### src/rtl/core/scmd_pkg.sv
`timescale 1ns / 1ps
// ----------------------------------------------------------------------------
// scmd_pkg
// Shared constants, codes, state type and a saturation helper of the swarm centroid
// motion decider.
// ----------------------------------------------------------------------------
package scmd_pkg;

    localparam int NUM_ROBOTS = 8;
    localparam int POS_W      = 16;
    localparam int DIST_W     = 16;
    localparam int ID_W       = $clog2(NUM_ROBOTS);
    localparam int CNT_W      = $clog2(NUM_ROBOTS + 1);
    localparam int SUM_W      = POS_W + $clog2(NUM_ROBOTS);
    localparam int TGT_W      = SUM_W + 3;
    localparam int IDX_W      = $clog2(NUM_ROBOTS + 3);
    localparam int SQ_W       = 2 * DIST_W;
    localparam int ADDR_W     = 5;
    localparam int DATA_W     = 32;

    localparam logic OP_UPDATE = 1'b0;
    localparam logic OP_DECIDE = 1'b1;

    localparam logic MODE_AGGREGATE = 1'b0;
    localparam logic MODE_DISPERSE  = 1'b1;

    localparam logic [1:0] CMD_STOP       = 2'd0;
    localparam logic [1:0] CMD_TURN_LEFT  = 2'd1;
    localparam logic [1:0] CMD_TURN_RIGHT = 2'd2;
    localparam logic [1:0] CMD_GOTO       = 2'd3;

    localparam logic [2:0] REG_MODE    = 3'd0;
    localparam logic [2:0] REG_SENSE   = 3'd1;
    localparam logic [2:0] REG_SPACING = 3'd2;
    localparam logic [2:0] REG_TURN    = 3'd3;
    localparam logic [2:0] REG_STOP    = 3'd4;

    typedef enum logic [2:0] {
        S_IDLE,
        S_SCAN,
        S_START,
        S_DIV,
        S_OUT
    } t_state;

    function automatic logic signed [POS_W-1:0] sat16(input logic signed [TGT_W-1:0] v);
        logic signed [TGT_W-1:0] hi;
        logic signed [TGT_W-1:0] lo;
        hi = TGT_W'(32767);
        lo = -TGT_W'(32768);
        if (v > hi) begin
            sat16 = 16'sh7FFF;
        end else if (v < lo) begin
            sat16 = 16'sh8000;
        end else begin
            sat16 = v[POS_W-1:0];
        end
    endfunction

endpackage

### src/rtl/core/scmd_ram.sv
`timescale 1ns / 1ps
// ----------------------------------------------------------------------------
// scmd_ram
// Generic single-write, single-read synchronous RAM with registered read.
// ----------------------------------------------------------------------------
module scmd_ram #(
    parameter int WIDTH = 32,
    parameter int DEPTH = 8
) (
    input  logic                     i_clk,
    input  logic                     i_we,
    input  logic [$clog2(DEPTH)-1:0] i_waddr,
    input  logic [WIDTH-1:0]         i_wdata,
    input  logic [$clog2(DEPTH)-1:0] i_raddr,
    output logic [WIDTH-1:0]         o_rdata
);

    logic [WIDTH-1:0] r_mem [DEPTH];
    logic [WIDTH-1:0] r_rdata;

    always_ff @(posedge i_clk) begin
        if (i_we) begin
            r_mem[i_waddr] <= i_wdata;
        end
        r_rdata <= r_mem[i_raddr];
    end

    assign o_rdata = r_rdata;

endmodule

### src/rtl/core/scmd_div.sv
`timescale 1ns / 1ps
// ----------------------------------------------------------------------------
// scmd_div
// Radix-2 restoring divider for both centroid sums, one quotient bit per
// cycle, truncating toward zero.
// ----------------------------------------------------------------------------
module scmd_div (
    input  logic                                  i_clk,
    input  logic                                  i_rst_n,
    input  logic                                  i_start,
    input  logic signed [scmd_pkg::SUM_W-1:0]     i_num_x,
    input  logic signed [scmd_pkg::SUM_W-1:0]     i_num_y,
    input  logic        [scmd_pkg::CNT_W-1:0]     i_den,
    output logic                                  o_done,
    output logic signed [scmd_pkg::SUM_W-1:0]     o_quo_x,
    output logic signed [scmd_pkg::SUM_W-1:0]     o_quo_y
);
    import scmd_pkg::*;

    localparam int STEP_W = $clog2(SUM_W + 1);

    logic              r_busy;
    logic              r_done;
    logic [STEP_W-1:0] r_step;
    logic [SUM_W-1:0]  r_mag_x;
    logic [SUM_W-1:0]  r_mag_y;
    logic [CNT_W-1:0]  r_rem_x;
    logic [CNT_W-1:0]  r_rem_y;
    logic [CNT_W-1:0]  r_den;
    logic              r_neg_x;
    logic              r_neg_y;

    logic [CNT_W:0]    rem_sh_x;
    logic [CNT_W:0]    rem_sh_y;
    logic              ge_x;
    logic              ge_y;
    logic [CNT_W:0]    n_rem_x;
    logic [CNT_W:0]    n_rem_y;

    always_comb begin
        rem_sh_x = {r_rem_x, r_mag_x[SUM_W-1]};
        rem_sh_y = {r_rem_y, r_mag_y[SUM_W-1]};
        ge_x     = (rem_sh_x >= {1'b0, r_den});
        ge_y     = (rem_sh_y >= {1'b0, r_den});
        n_rem_x  = ge_x ? (rem_sh_x - {1'b0, r_den}) : rem_sh_x;
        n_rem_y  = ge_y ? (rem_sh_y - {1'b0, r_den}) : rem_sh_y;
    end

    always_ff @(posedge i_clk) begin
        if (!i_rst_n) begin
            r_busy <= 1'b0;
            r_done <= 1'b0;
            r_step <= '0;
        end else begin
            r_done <= 1'b0;
            if (i_start) begin
                r_busy <= 1'b1;
                r_step <= STEP_W'(SUM_W);
            end else if (r_busy) begin
                r_step <= r_step - 1'b1;
                if (r_step == STEP_W'(1)) begin
                    r_busy <= 1'b0;
                    r_done <= 1'b1;
                end
            end
        end
    end

    always_ff @(posedge i_clk) begin
        if (i_start) begin
            r_mag_x <= i_num_x[SUM_W-1] ? SUM_W'(-i_num_x) : SUM_W'(i_num_x);
            r_mag_y <= i_num_y[SUM_W-1] ? SUM_W'(-i_num_y) : SUM_W'(i_num_y);
            r_neg_x <= i_num_x[SUM_W-1];
            r_neg_y <= i_num_y[SUM_W-1];
            r_rem_x <= '0;
            r_rem_y <= '0;
            r_den   <= i_den;
        end else if (r_busy) begin
            r_mag_x <= {r_mag_x[SUM_W-2:0], ge_x};
            r_mag_y <= {r_mag_y[SUM_W-2:0], ge_y};
            r_rem_x <= n_rem_x[CNT_W-1:0];
            r_rem_y <= n_rem_y[CNT_W-1:0];
        end
    end

    assign o_done  = r_done;
    assign o_quo_x = r_neg_x ? $signed(-r_mag_x) : $signed(r_mag_x);
    assign o_quo_y = r_neg_y ? $signed(-r_mag_y) : $signed(r_mag_y);

endmodule

### src/rtl/core/swarm_centroid_motion_decider_core.sv
`timescale 1ns / 1ps
// ----------------------------------------------------------------------------
// swarm_centroid_motion_decider_core
// Position table in a RAM, neighbour scan pipeline, centroid divider and
// motion decision with a registered result.
// ----------------------------------------------------------------------------
// Update item: written to the table RAM, no result.
// Decide item: a scan of every table entry through the RAM read port,
//   then the divider and the control states, result registered at the end;
//   one item in flight at a time.
// Reset: control and configuration registers to their defaults, every table
//   entry reads as zero until written (per-entry valid bits, no clearing pass).
// ----------------------------------------------------------------------------
module swarm_centroid_motion_decider_core (
    input  logic                                 i_clk,
    input  logic                                 i_rst_n,
    input  logic                                 i_in_valid,
    output logic                                 o_in_stall,
    input  logic                                 i_operation,
    input  logic        [2:0]                    i_robot_id,
    input  logic signed [scmd_pkg::POS_W-1:0]    i_pos_x,
    input  logic signed [scmd_pkg::POS_W-1:0]    i_pos_y,
    input  logic        [scmd_pkg::DIST_W-1:0]   i_right_clearance,
    input  logic        [scmd_pkg::DIST_W-1:0]   i_left_clearance,
    output logic                                 o_out_valid,
    input  logic                                 i_out_stall,
    output logic        [1:0]                    o_command,
    output logic signed [scmd_pkg::POS_W-1:0]    o_target_x,
    output logic signed [scmd_pkg::POS_W-1:0]    o_target_y,
    input  logic                                 psel,
    input  logic                                 penable,
    input  logic                                 pwrite,
    input  logic        [scmd_pkg::ADDR_W-1:0]   paddr,
    input  logic        [scmd_pkg::DATA_W-1:0]   pwdata,
    output logic        [scmd_pkg::DATA_W-1:0]   prdata,
    output logic                                 pready
);
    import scmd_pkg::*;

    localparam logic [IDX_W-1:0] SCAN_ISSUE = IDX_W'(NUM_ROBOTS);
    localparam logic [IDX_W-1:0] SCAN_LAST  = IDX_W'(NUM_ROBOTS + 2);

    // configuration
    logic              r_mode;
    logic [DIST_W-1:0] r_sense;
    logic [DIST_W-1:0] r_spacing;
    logic [DIST_W-1:0] r_turn;
    logic [DIST_W-1:0] r_stop;
    logic [SQ_W-1:0]   r_sense2;
    logic [SQ_W-1:0]   r_space2;
    logic              cfg_wr;
    logic [2:0]        cfg_idx;

    // control
    t_state            r_state;
    t_state            n_state;
    logic [IDX_W-1:0]  r_idx;
    logic              in_acc;
    logic              in_range;
    logic              issue;
    logic              div_start;
    logic              div_done;
    logic              out_free;
    logic              out_load;
    logic [NUM_ROBOTS-1:0] r_tbl_vld;

    // item registers
    logic [ID_W-1:0]          r_own_id;
    logic signed [POS_W-1:0]  r_own_x;
    logic signed [POS_W-1:0]  r_own_y;
    logic [DIST_W-1:0]        r_right;
    logic [DIST_W-1:0]        r_left;

    // table RAM
    logic [ID_W-1:0]          wr_addr;
    logic [ID_W-1:0]          rd_addr;
    logic [2*POS_W-1:0]       rd_data;

    // scan pipeline
    logic                     r_p1_vld;
    logic                     r_p1_tv;
    logic                     r_p1_self;
    logic                     r_p2_vld;
    logic                     r_p2_self;
    logic signed [POS_W:0]    r_p2_dx;
    logic signed [POS_W:0]    r_p2_dy;
    logic signed [POS_W-1:0]  r_p2_x;
    logic signed [POS_W-1:0]  r_p2_y;
    logic                     r_p3_vld;
    logic                     r_p3_self;
    logic [SQ_W-1:0]          r_p3_sqx;
    logic [SQ_W-1:0]          r_p3_sqy;
    logic signed [POS_W-1:0]  r_p3_x;
    logic signed [POS_W-1:0]  r_p3_y;
    logic signed [POS_W-1:0]  p1_x;
    logic signed [POS_W-1:0]  p1_y;
    logic signed [2*POS_W+1:0] sq_x;
    logic signed [2*POS_W+1:0] sq_y;
    logic [SQ_W:0]            d2;
    logic                     in_sense;

    // accumulators
    logic signed [SUM_W-1:0]  r_sum_x;
    logic signed [SUM_W-1:0]  r_sum_y;
    logic [CNT_W-1:0]         r_count;
    logic                     r_all_within;
    logic                     r_other_close;

    // decision
    logic signed [SUM_W-1:0]  cx;
    logic signed [SUM_W-1:0]  cy;
    logic signed [TGT_W-1:0]  cx_e;
    logic signed [TGT_W-1:0]  cy_e;
    logic signed [TGT_W-1:0]  ox_e;
    logic signed [TGT_W-1:0]  oy_e;
    logic [1:0]               dec_cmd;
    logic signed [POS_W-1:0]  dec_tx;
    logic signed [POS_W-1:0]  dec_ty;

    // output register
    logic                     r_out_vld;
    logic [1:0]               r_cmd;
    logic signed [POS_W-1:0]  r_tx;
    logic signed [POS_W-1:0]  r_ty;

    // ---------------- configuration port ----------------
    assign pready  = 1'b1;
    assign cfg_wr  = psel & penable & pwrite & pready;
    assign cfg_idx = paddr[4:2];

    always_ff @(posedge i_clk) begin
        if (!i_rst_n) begin
            r_mode    <= MODE_AGGREGATE;
            r_sense   <= DIST_W'(1000);
            r_spacing <= DIST_W'(500);
            r_turn    <= DIST_W'(1000);
            r_stop    <= DIST_W'(650);
        end else if (cfg_wr) begin
            case (cfg_idx)
                REG_MODE:    r_mode    <= pwdata[0];
                REG_SENSE:   r_sense   <= pwdata[DIST_W-1:0];
                REG_SPACING: r_spacing <= pwdata[DIST_W-1:0];
                REG_TURN:    r_turn    <= pwdata[DIST_W-1:0];
                REG_STOP:    r_stop    <= pwdata[DIST_W-1:0];
                default: ;
            endcase
        end
    end

    always_comb begin
        case (cfg_idx)
            REG_MODE:    prdata = {{(DATA_W-1){1'b0}}, r_mode};
            REG_SENSE:   prdata = {{(DATA_W-DIST_W){1'b0}}, r_sense};
            REG_SPACING: prdata = {{(DATA_W-DIST_W){1'b0}}, r_spacing};
            REG_TURN:    prdata = {{(DATA_W-DIST_W){1'b0}}, r_turn};
            REG_STOP:    prdata = {{(DATA_W-DIST_W){1'b0}}, r_stop};
            default:     prdata = '0;
        endcase
    end

    always_ff @(posedge i_clk) begin
        r_sense2 <= r_sense * r_sense;
        r_space2 <= r_spacing * r_spacing;
    end

    // ---------------- control ----------------
    assign in_acc   = i_in_valid & ~o_in_stall;
    assign in_range = ({29'd0, i_robot_id} < 32'(NUM_ROBOTS));
    assign out_free = ~r_out_vld | ~i_out_stall;

    always_comb begin
        n_state = r_state;
        case (r_state)
            S_IDLE: begin
                if (in_acc && in_range && i_operation == OP_DECIDE) begin
                    n_state = S_SCAN;
                end
            end
            S_SCAN: begin
                if (r_idx == SCAN_LAST) begin
                    n_state = S_START;
                end
            end
            S_START: n_state = S_DIV;
            S_DIV: begin
                if (div_done) begin
                    n_state = S_OUT;
                end
            end
            S_OUT: begin
                if (out_free) begin
                    n_state = S_IDLE;
                end
            end
            default: n_state = S_IDLE;
        endcase
    end

    always_comb begin
        o_in_stall = (r_state != S_IDLE);
        issue      = (r_state == S_SCAN) && (r_idx < SCAN_ISSUE);
        div_start  = (r_state == S_START);
        out_load   = (r_state == S_OUT) && out_free;
    end

    always_ff @(posedge i_clk) begin
        if (!i_rst_n) begin
            r_state   <= S_IDLE;
            r_idx     <= '0;
            r_tbl_vld <= '0;
            r_p1_vld  <= 1'b0;
            r_p2_vld  <= 1'b0;
            r_p3_vld  <= 1'b0;
            r_out_vld <= 1'b0;
        end else begin
            r_state  <= n_state;
            r_idx    <= (r_state == S_SCAN) ? r_idx + 1'b1 : '0;
            if (in_acc && in_range) begin
                r_tbl_vld[wr_addr] <= 1'b1;
            end
            r_p1_vld <= issue;
            r_p2_vld <= r_p1_vld;
            r_p3_vld <= r_p2_vld;
            if (out_load) begin
                r_out_vld <= 1'b1;
            end else if (~i_out_stall) begin
                r_out_vld <= 1'b0;
            end
        end
    end

    always_ff @(posedge i_clk) begin
        if (in_acc) begin
            r_own_id <= wr_addr;
            r_own_x  <= i_pos_x;
            r_own_y  <= i_pos_y;
            r_right  <= i_right_clearance;
            r_left   <= i_left_clearance;
        end
    end

    // ---------------- table RAM ----------------
    assign wr_addr = ID_W'(i_robot_id);
    assign rd_addr = r_idx[ID_W-1:0];

    scmd_ram #(
        .WIDTH (2 * POS_W),
        .DEPTH (NUM_ROBOTS)
    ) u_tbl (
        .i_clk   (i_clk),
        .i_we    (in_acc & in_range),
        .i_waddr (wr_addr),
        .i_wdata ({i_pos_x, i_pos_y}),
        .i_raddr (rd_addr),
        .o_rdata (rd_data)
    );

    // ---------------- scan pipeline ----------------
    assign p1_x = r_p1_tv ? $signed(rd_data[2*POS_W-1:POS_W]) : '0;
    assign p1_y = r_p1_tv ? $signed(rd_data[POS_W-1:0]) : '0;
    assign sq_x = r_p2_dx * r_p2_dx;
    assign sq_y = r_p2_dy * r_p2_dy;
    assign d2   = {1'b0, r_p3_sqx} + {1'b0, r_p3_sqy};
    assign in_sense = r_p3_vld && (d2 <= {1'b0, r_sense2});

    always_ff @(posedge i_clk) begin
        r_p1_tv   <= r_tbl_vld[rd_addr];
        r_p1_self <= (rd_addr == r_own_id);
        r_p2_self <= r_p1_self;
        r_p2_dx   <= {p1_x[POS_W-1], p1_x} - {r_own_x[POS_W-1], r_own_x};
        r_p2_dy   <= {p1_y[POS_W-1], p1_y} - {r_own_y[POS_W-1], r_own_y};
        r_p2_x    <= p1_x;
        r_p2_y    <= p1_y;
        r_p3_self <= r_p2_self;
        r_p3_sqx  <= sq_x[SQ_W-1:0];
        r_p3_sqy  <= sq_y[SQ_W-1:0];
        r_p3_x    <= r_p2_x;
        r_p3_y    <= r_p2_y;
    end

    always_ff @(posedge i_clk) begin
        if (in_acc) begin
            r_sum_x       <= '0;
            r_sum_y       <= '0;
            r_count       <= '0;
            r_all_within  <= 1'b1;
            r_other_close <= 1'b0;
        end else if (in_sense) begin
            r_sum_x <= r_sum_x + SUM_W'(r_p3_x);
            r_sum_y <= r_sum_y + SUM_W'(r_p3_y);
            r_count <= r_count + 1'b1;
            if (d2 > {1'b0, r_space2}) begin
                r_all_within <= 1'b0;
            end else if (!r_p3_self) begin
                r_other_close <= 1'b1;
            end
        end
    end

    // ---------------- centroid divider ----------------
    scmd_div u_div (
        .i_clk   (i_clk),
        .i_rst_n (i_rst_n),
        .i_start (div_start),
        .i_num_x (r_sum_x),
        .i_num_y (r_sum_y),
        .i_den   (r_count),
        .o_done  (div_done),
        .o_quo_x (cx),
        .o_quo_y (cy)
    );

    // ---------------- decision ----------------
    assign cx_e = TGT_W'(cx);
    assign cy_e = TGT_W'(cy);
    assign ox_e = TGT_W'(r_own_x);
    assign oy_e = TGT_W'(r_own_y);

    always_comb begin
        dec_cmd = CMD_STOP;
        dec_tx  = '0;
        dec_ty  = '0;
        if (r_mode == MODE_AGGREGATE) begin
            if (!r_all_within && r_right >= r_stop && r_left >= r_stop) begin
                dec_cmd = CMD_GOTO;
                dec_tx  = sat16(cx_e);
                dec_ty  = sat16(cy_e);
            end
        end else if (r_other_close) begin
            if (r_right < r_turn || r_left < r_turn) begin
                dec_cmd = (r_right < r_left) ? CMD_TURN_LEFT : CMD_TURN_RIGHT;
            end else begin
                dec_cmd = CMD_GOTO;
                dec_tx  = sat16((ox_e <<< 1) + ox_e - (cx_e <<< 1));
                dec_ty  = sat16((oy_e <<< 1) + oy_e - (cy_e <<< 1));
            end
        end
    end

    always_ff @(posedge i_clk) begin
        if (out_load) begin
            r_cmd <= dec_cmd;
            r_tx  <= dec_tx;
            r_ty  <= dec_ty;
        end
    end

    assign o_out_valid = r_out_vld;
    assign o_command   = r_cmd;
    assign o_target_x  = r_tx;
    assign o_target_y  = r_ty;

    // ---------------- assertions ----------------
    a_done_in_div: assert property (@(posedge i_clk) disable iff (!i_rst_n)
        div_done |-> r_state == S_DIV)
        else $error("divider finished outside the divide state");

    a_self_counted: assert property (@(posedge i_clk) disable iff (!i_rst_n)
        div_start |-> r_count != '0)
        else $error("centroid division started with no neighbour counted");

    a_self_written: assert property (@(posedge i_clk) disable iff (!i_rst_n)
        r_state == S_SCAN |-> r_tbl_vld[r_own_id])
        else $error("scan started before own position was stored");

    a_out_loaded: assert property (@(posedge i_clk) disable iff (!i_rst_n)
        out_load |=> o_out_valid)
        else $error("decision result lost at the output register");

endmodule
### config.mk
export PLATFORM = sky130hd
export DESIGN_NAME = swarm_centroid_motion_decider_core
export DESIGN_NICKNAME = d
export VERILOG_FILES = /design/src/rtl/core/scmd_pkg.sv /design/src/rtl/core/scmd_ram.sv /design/src/rtl/core/scmd_div.sv /design/src/rtl/core/swarm_centroid_motion_decider_core.sv
export SDC_FILE = /design/constraint.sdc
export NUM_CORES = 2
export LEC_CHECK = 0
export ABC_AREA = 0
export BUFFER_PORTS_ARGS = -buffer_cell sky130_fd_sc_hd__buf_2
export CAP_MARGIN = 20
export CORE_ASPECT_RATIO = 1.75
export CORE_MARGIN = 2
export CORE_UTILIZATION = 54
export CTS_CLUSTER_DIAMETER = 30
export CTS_CLUSTER_SIZE = 16
export DETAILED_ROUTE_END_ITERATION = 12
export PLACE_DENSITY_LB_ADDON = 0.2
export SLEW_MARGIN = 25
export SYNTH_ARGS = -nofsm -noshare
export SYNTH_HDL_FRONTEND = slang
export SYNTH_SLANG_ARGS = --single-unit
### constraint.sdc
create_clock -name i_clk -period 6.88 [get_ports i_clk]
set_clock_uncertainty 0.1 [all_clocks]
set_input_delay 1.376 -clock i_clk [delete_from_list [all_inputs] [get_ports i_clk]]
set_output_delay 1.376 -clock i_clk [all_outputs]
set_load 0.1 [all_outputs]
==> impl_metrics.py <==
metrics = {
    "run_status": {
        "status": "finished, final reports clean",
    },
    "synthesis": {
        "async_flop_share_pct": 0,
        "synth_flop_cell": "edfxtp_1",
        "synth_top_area_share_pct": 24.7,
        "synth-edff-count": 401,
        "synth_common_cells": "1391 x inv_1, 882 x fa_1, 669 x ha_1, 596 x nand2_1",
        "yosysMostFrequentCell": "inv_1",
        "yosysSeqAreaShare_pct": 28.1,
        "synth_warnings": 0,
        "synth_top_area_cell": "fa_1",
        "ys_seq_elements": 802,
        "avgSynthCellArea_sq_um": 10.2,
        "ys_types": 93,
        "netlist_area_sq_um": 71400,
        "yosys-top-cells-area": "fa_1 25%, edfxtp_1 17%, ha_1 12%, dfxtp_1 11%, inv_1 7.3%",
        "syn_inst": 6976,
    },
    "critical_path": {
        "critPathMaxFanout": 8,
        "crit_start": "r_sense[8]",
        "arrival_ns": 7.08,
        "start_kind": "flip-flop",
        "cp-end-kind": "flip-flop",
        "rr_startpoint": "r_sense[8]",
        "r2r_cells": 25,
        "critPathRequiredTime_ns": 7.43,
        "path_class": "reg -> reg",
    },
    "global_route": {
        "antenna_found_initial": 7,
        "grt_pass1_vias": 54000,
        "grt_pass1_wl_um": 281000,
        "grt_overflow": 0,
        "grt_usage_pct": 26.9,
        "grt_max_degree": 86,
    },
    "die": {
        "die_area_sq_um": 135000,
        "fp.dieH_um": 485,
        "chipWidth_um": 279,
        "num_io_pins": 181,
        "start_util_pct": 54.4,
        "coreArea_sq_um": 131000,
        "rows": 176,
    },
    "layout": {
        "syn_to_final_growth_pct": 10.8,
        "drive_above_1_share_pct": 10.3,
        "design_area_sq_um": 79100,
        "fin_util_pct": 60.2,
        "nets": 8910,
    },
    "routing": {
        "firstDrtPassIters": 6,
        "finalWirelength_um": 176000,
        "drtIter0Drc": 2220,
        "vias_per_cell": 5.47,
        "antenna_left": 0,
        "drc": 0,
        "wl_per_cell_um": 19.5,
        "vias": 49500,
    },
    "place": {
        "dp_hpwl_um": 144000,
        "port_buffers": 145,
        "placed_area_sq_um": 75100,
        "place.gp.congestion": 0.947,
    },
    "clocking": {
        "clock_sinks": 802,
        "clk_latency_ns": 0.74,
        "tritoncts": "done",
        "cts.clk_slew.worst_paths_ns": 0.06,
        "numCtsBuffers": 111,
        "clockRootBuffer": "clkbuf_16",
        "h-tree-depth": 3,
        "cts_max_path_buffers": 3,
        "postCtsSetupRepairBufs": 0,
    },
    "run": {
        "max_cap_viol_count": 0,
    },
    "sta": {
        "timing_hold_violations_final": 0,
        "drv_slew": 0,
        "slew_headroom_pct": 30.7,
        "worst_slew_pin_slew_ns": 1.04,
        "fin_crit_sh_pct": 94.9,
        "setup_viol": 0,
        "fmax_ghz": 0.153,
        "final.setup.tns_ns": 0,
        "fin_crit_ns": 6.53,
    },
    "worst_hold_path": {
        "min_path_cells": 0,
        "hold_start": "r_p2_y[8]",
        "min_path_type": "reg -> reg",
    },
}
[metrics by stage]
| stage | setup WS [ns] | instances | hold slack, ns |
|---|---|---|---|
| 4_1_cts | 0.0170 | 9035 | 0.226 |
| 3_3_place_gp | 0.0810 | 8824 | 0.211 |
| 2_1_floorplan | 0.477 | 6991 | 0.210 |
| 5_1_grt | -0.00557 | 9036 | 0.230 |
| 3_5_place_dp | 0.0496 | 8825 | 0.212 |
| 6_report | 0.348 | 9040 | 0.227 |
[cell families after synthesis]
kind of cell               Yosys count  synth area share [%]
adders and majority gates         1551                  36.5
buffers and inverters             1594                  8.51
AOI/OAI and AO/OA                  978                  9.20
xor gates and xnor gates           342                  4.20
and+or+nand+nor                   1569                  10.3
muxes                              138                  3.17
other                                2                0.0105
DFF                                802                  28.1
[cell type report]
class / instances / area (sq um)
multi-input cells: 4595 / 45400
clock inverters: 77 / 872
well taps: 1691 / 2120
clock buffers: 133 / 3050
inverters: 1393 / 5240
flip-flops and latches: 802 / 20100
fillers: 11100 / 52200
repair buffers: 344 / 2280
diodes: 5 / 12.5
[layer usage]
| metal | global-route usage [%] | vias up | share of wire (%) |
|---|---|---|---|
| met1 | 27.8 | 24700 | 35 |
| li1 | - | 23100 | - |
| met2 | 51.3 | 1152 | 55 |
| met5 | 0 | - | 0 |
| met4 | 16.5 | 0 | 7.1 |
| met3 | 2.84 | 474 | 3.7 |
[flip-flops by register name (all words and copies together), names as in the netlist, 17 cells and up]
register	flops
u_tbl.r_mem	256
u_tbl.o_rdata	32
r_p3_sqx	31
r_p3_sqy	31
r_sense2	31
r_space2	31
r_sum_x	19
r_sum_y	19
u_div.r_mag_x	19
u_div.r_mag_y	19
r_p2_dx	17
r_p2_dy	17
[layout by cell type (no fill, tap or decap), types with 18 or more instances in the layout]
cell / instances
inv_1: 1389
fa_1: 882
ha_1: 669
nand2_1: 595
edfxtp_1: 401
dfxtp_1: 382
nor2_1: 338
and2_1: 240
o21ai_0: 224
xnor2_1: 222
a21oi_1: 207
buf_4: 195
buf_2: 145
xor2_1: 120
clkbuf_16: 115
a21o_1: 108
nor3_1: 69
nand3_1: 67
mux4_2: 66
o21a_1: 63
a21boi_0: 56
nand2b_1: 54
nor2b_1: 48
mux2_2: 44
and3_1: 32
a211oi_1: 30
o211ai_1: 29
mux2i_1: 28
o21bai_1: 27
or3_1: 26
nand4_1: 21
a31oi_1: 19
dfxtp_2: 18
[timing repair]
action                                  in CTS  in global routing
hold buffers                                 0                  0
resized for setup                            0                 34
endpoints found under the setup margin       0                 16
[critical path, cell delays in order (launching register included)]
cell,delay (ns)
dfxtp_1,0.43
nand2_1,0.17
inv_1,0.07
fa_1,0.53
inv_1,0.05
fa_1,0.47
fa_1,0.55
inv_1,0.06
fa_1,0.53
inv_1,0.05
fa_1,0.45
fa_1,0.52
inv_1,0.05
ha_1,0.32
o21a_1,0.19
o21ai_0,0.16
buf_4,0.16
o31ai_2,0.07
a31o_2,0.26
a31o_2,0.28
a21boi_1,0.26
a2111oi_2,0.12
buf_4,0.16
o21a_1,0.16
nor2_1,0.14
xnor2_1,0.15
[final timing paths]
check | slack (ns) | end
setup / recovery | 0.35 | r_sense2[29]
hold / removal | 0.23 | r_p3_y[8]
setup reg to reg | 0.35 | r_sense2[29]
hold reg to reg | 0.23 | r_p3_y[8]
Power is left out: the tool's default activity adds up to more than one toggle a clock period on the data nets, which glitch-free logic cannot reach.
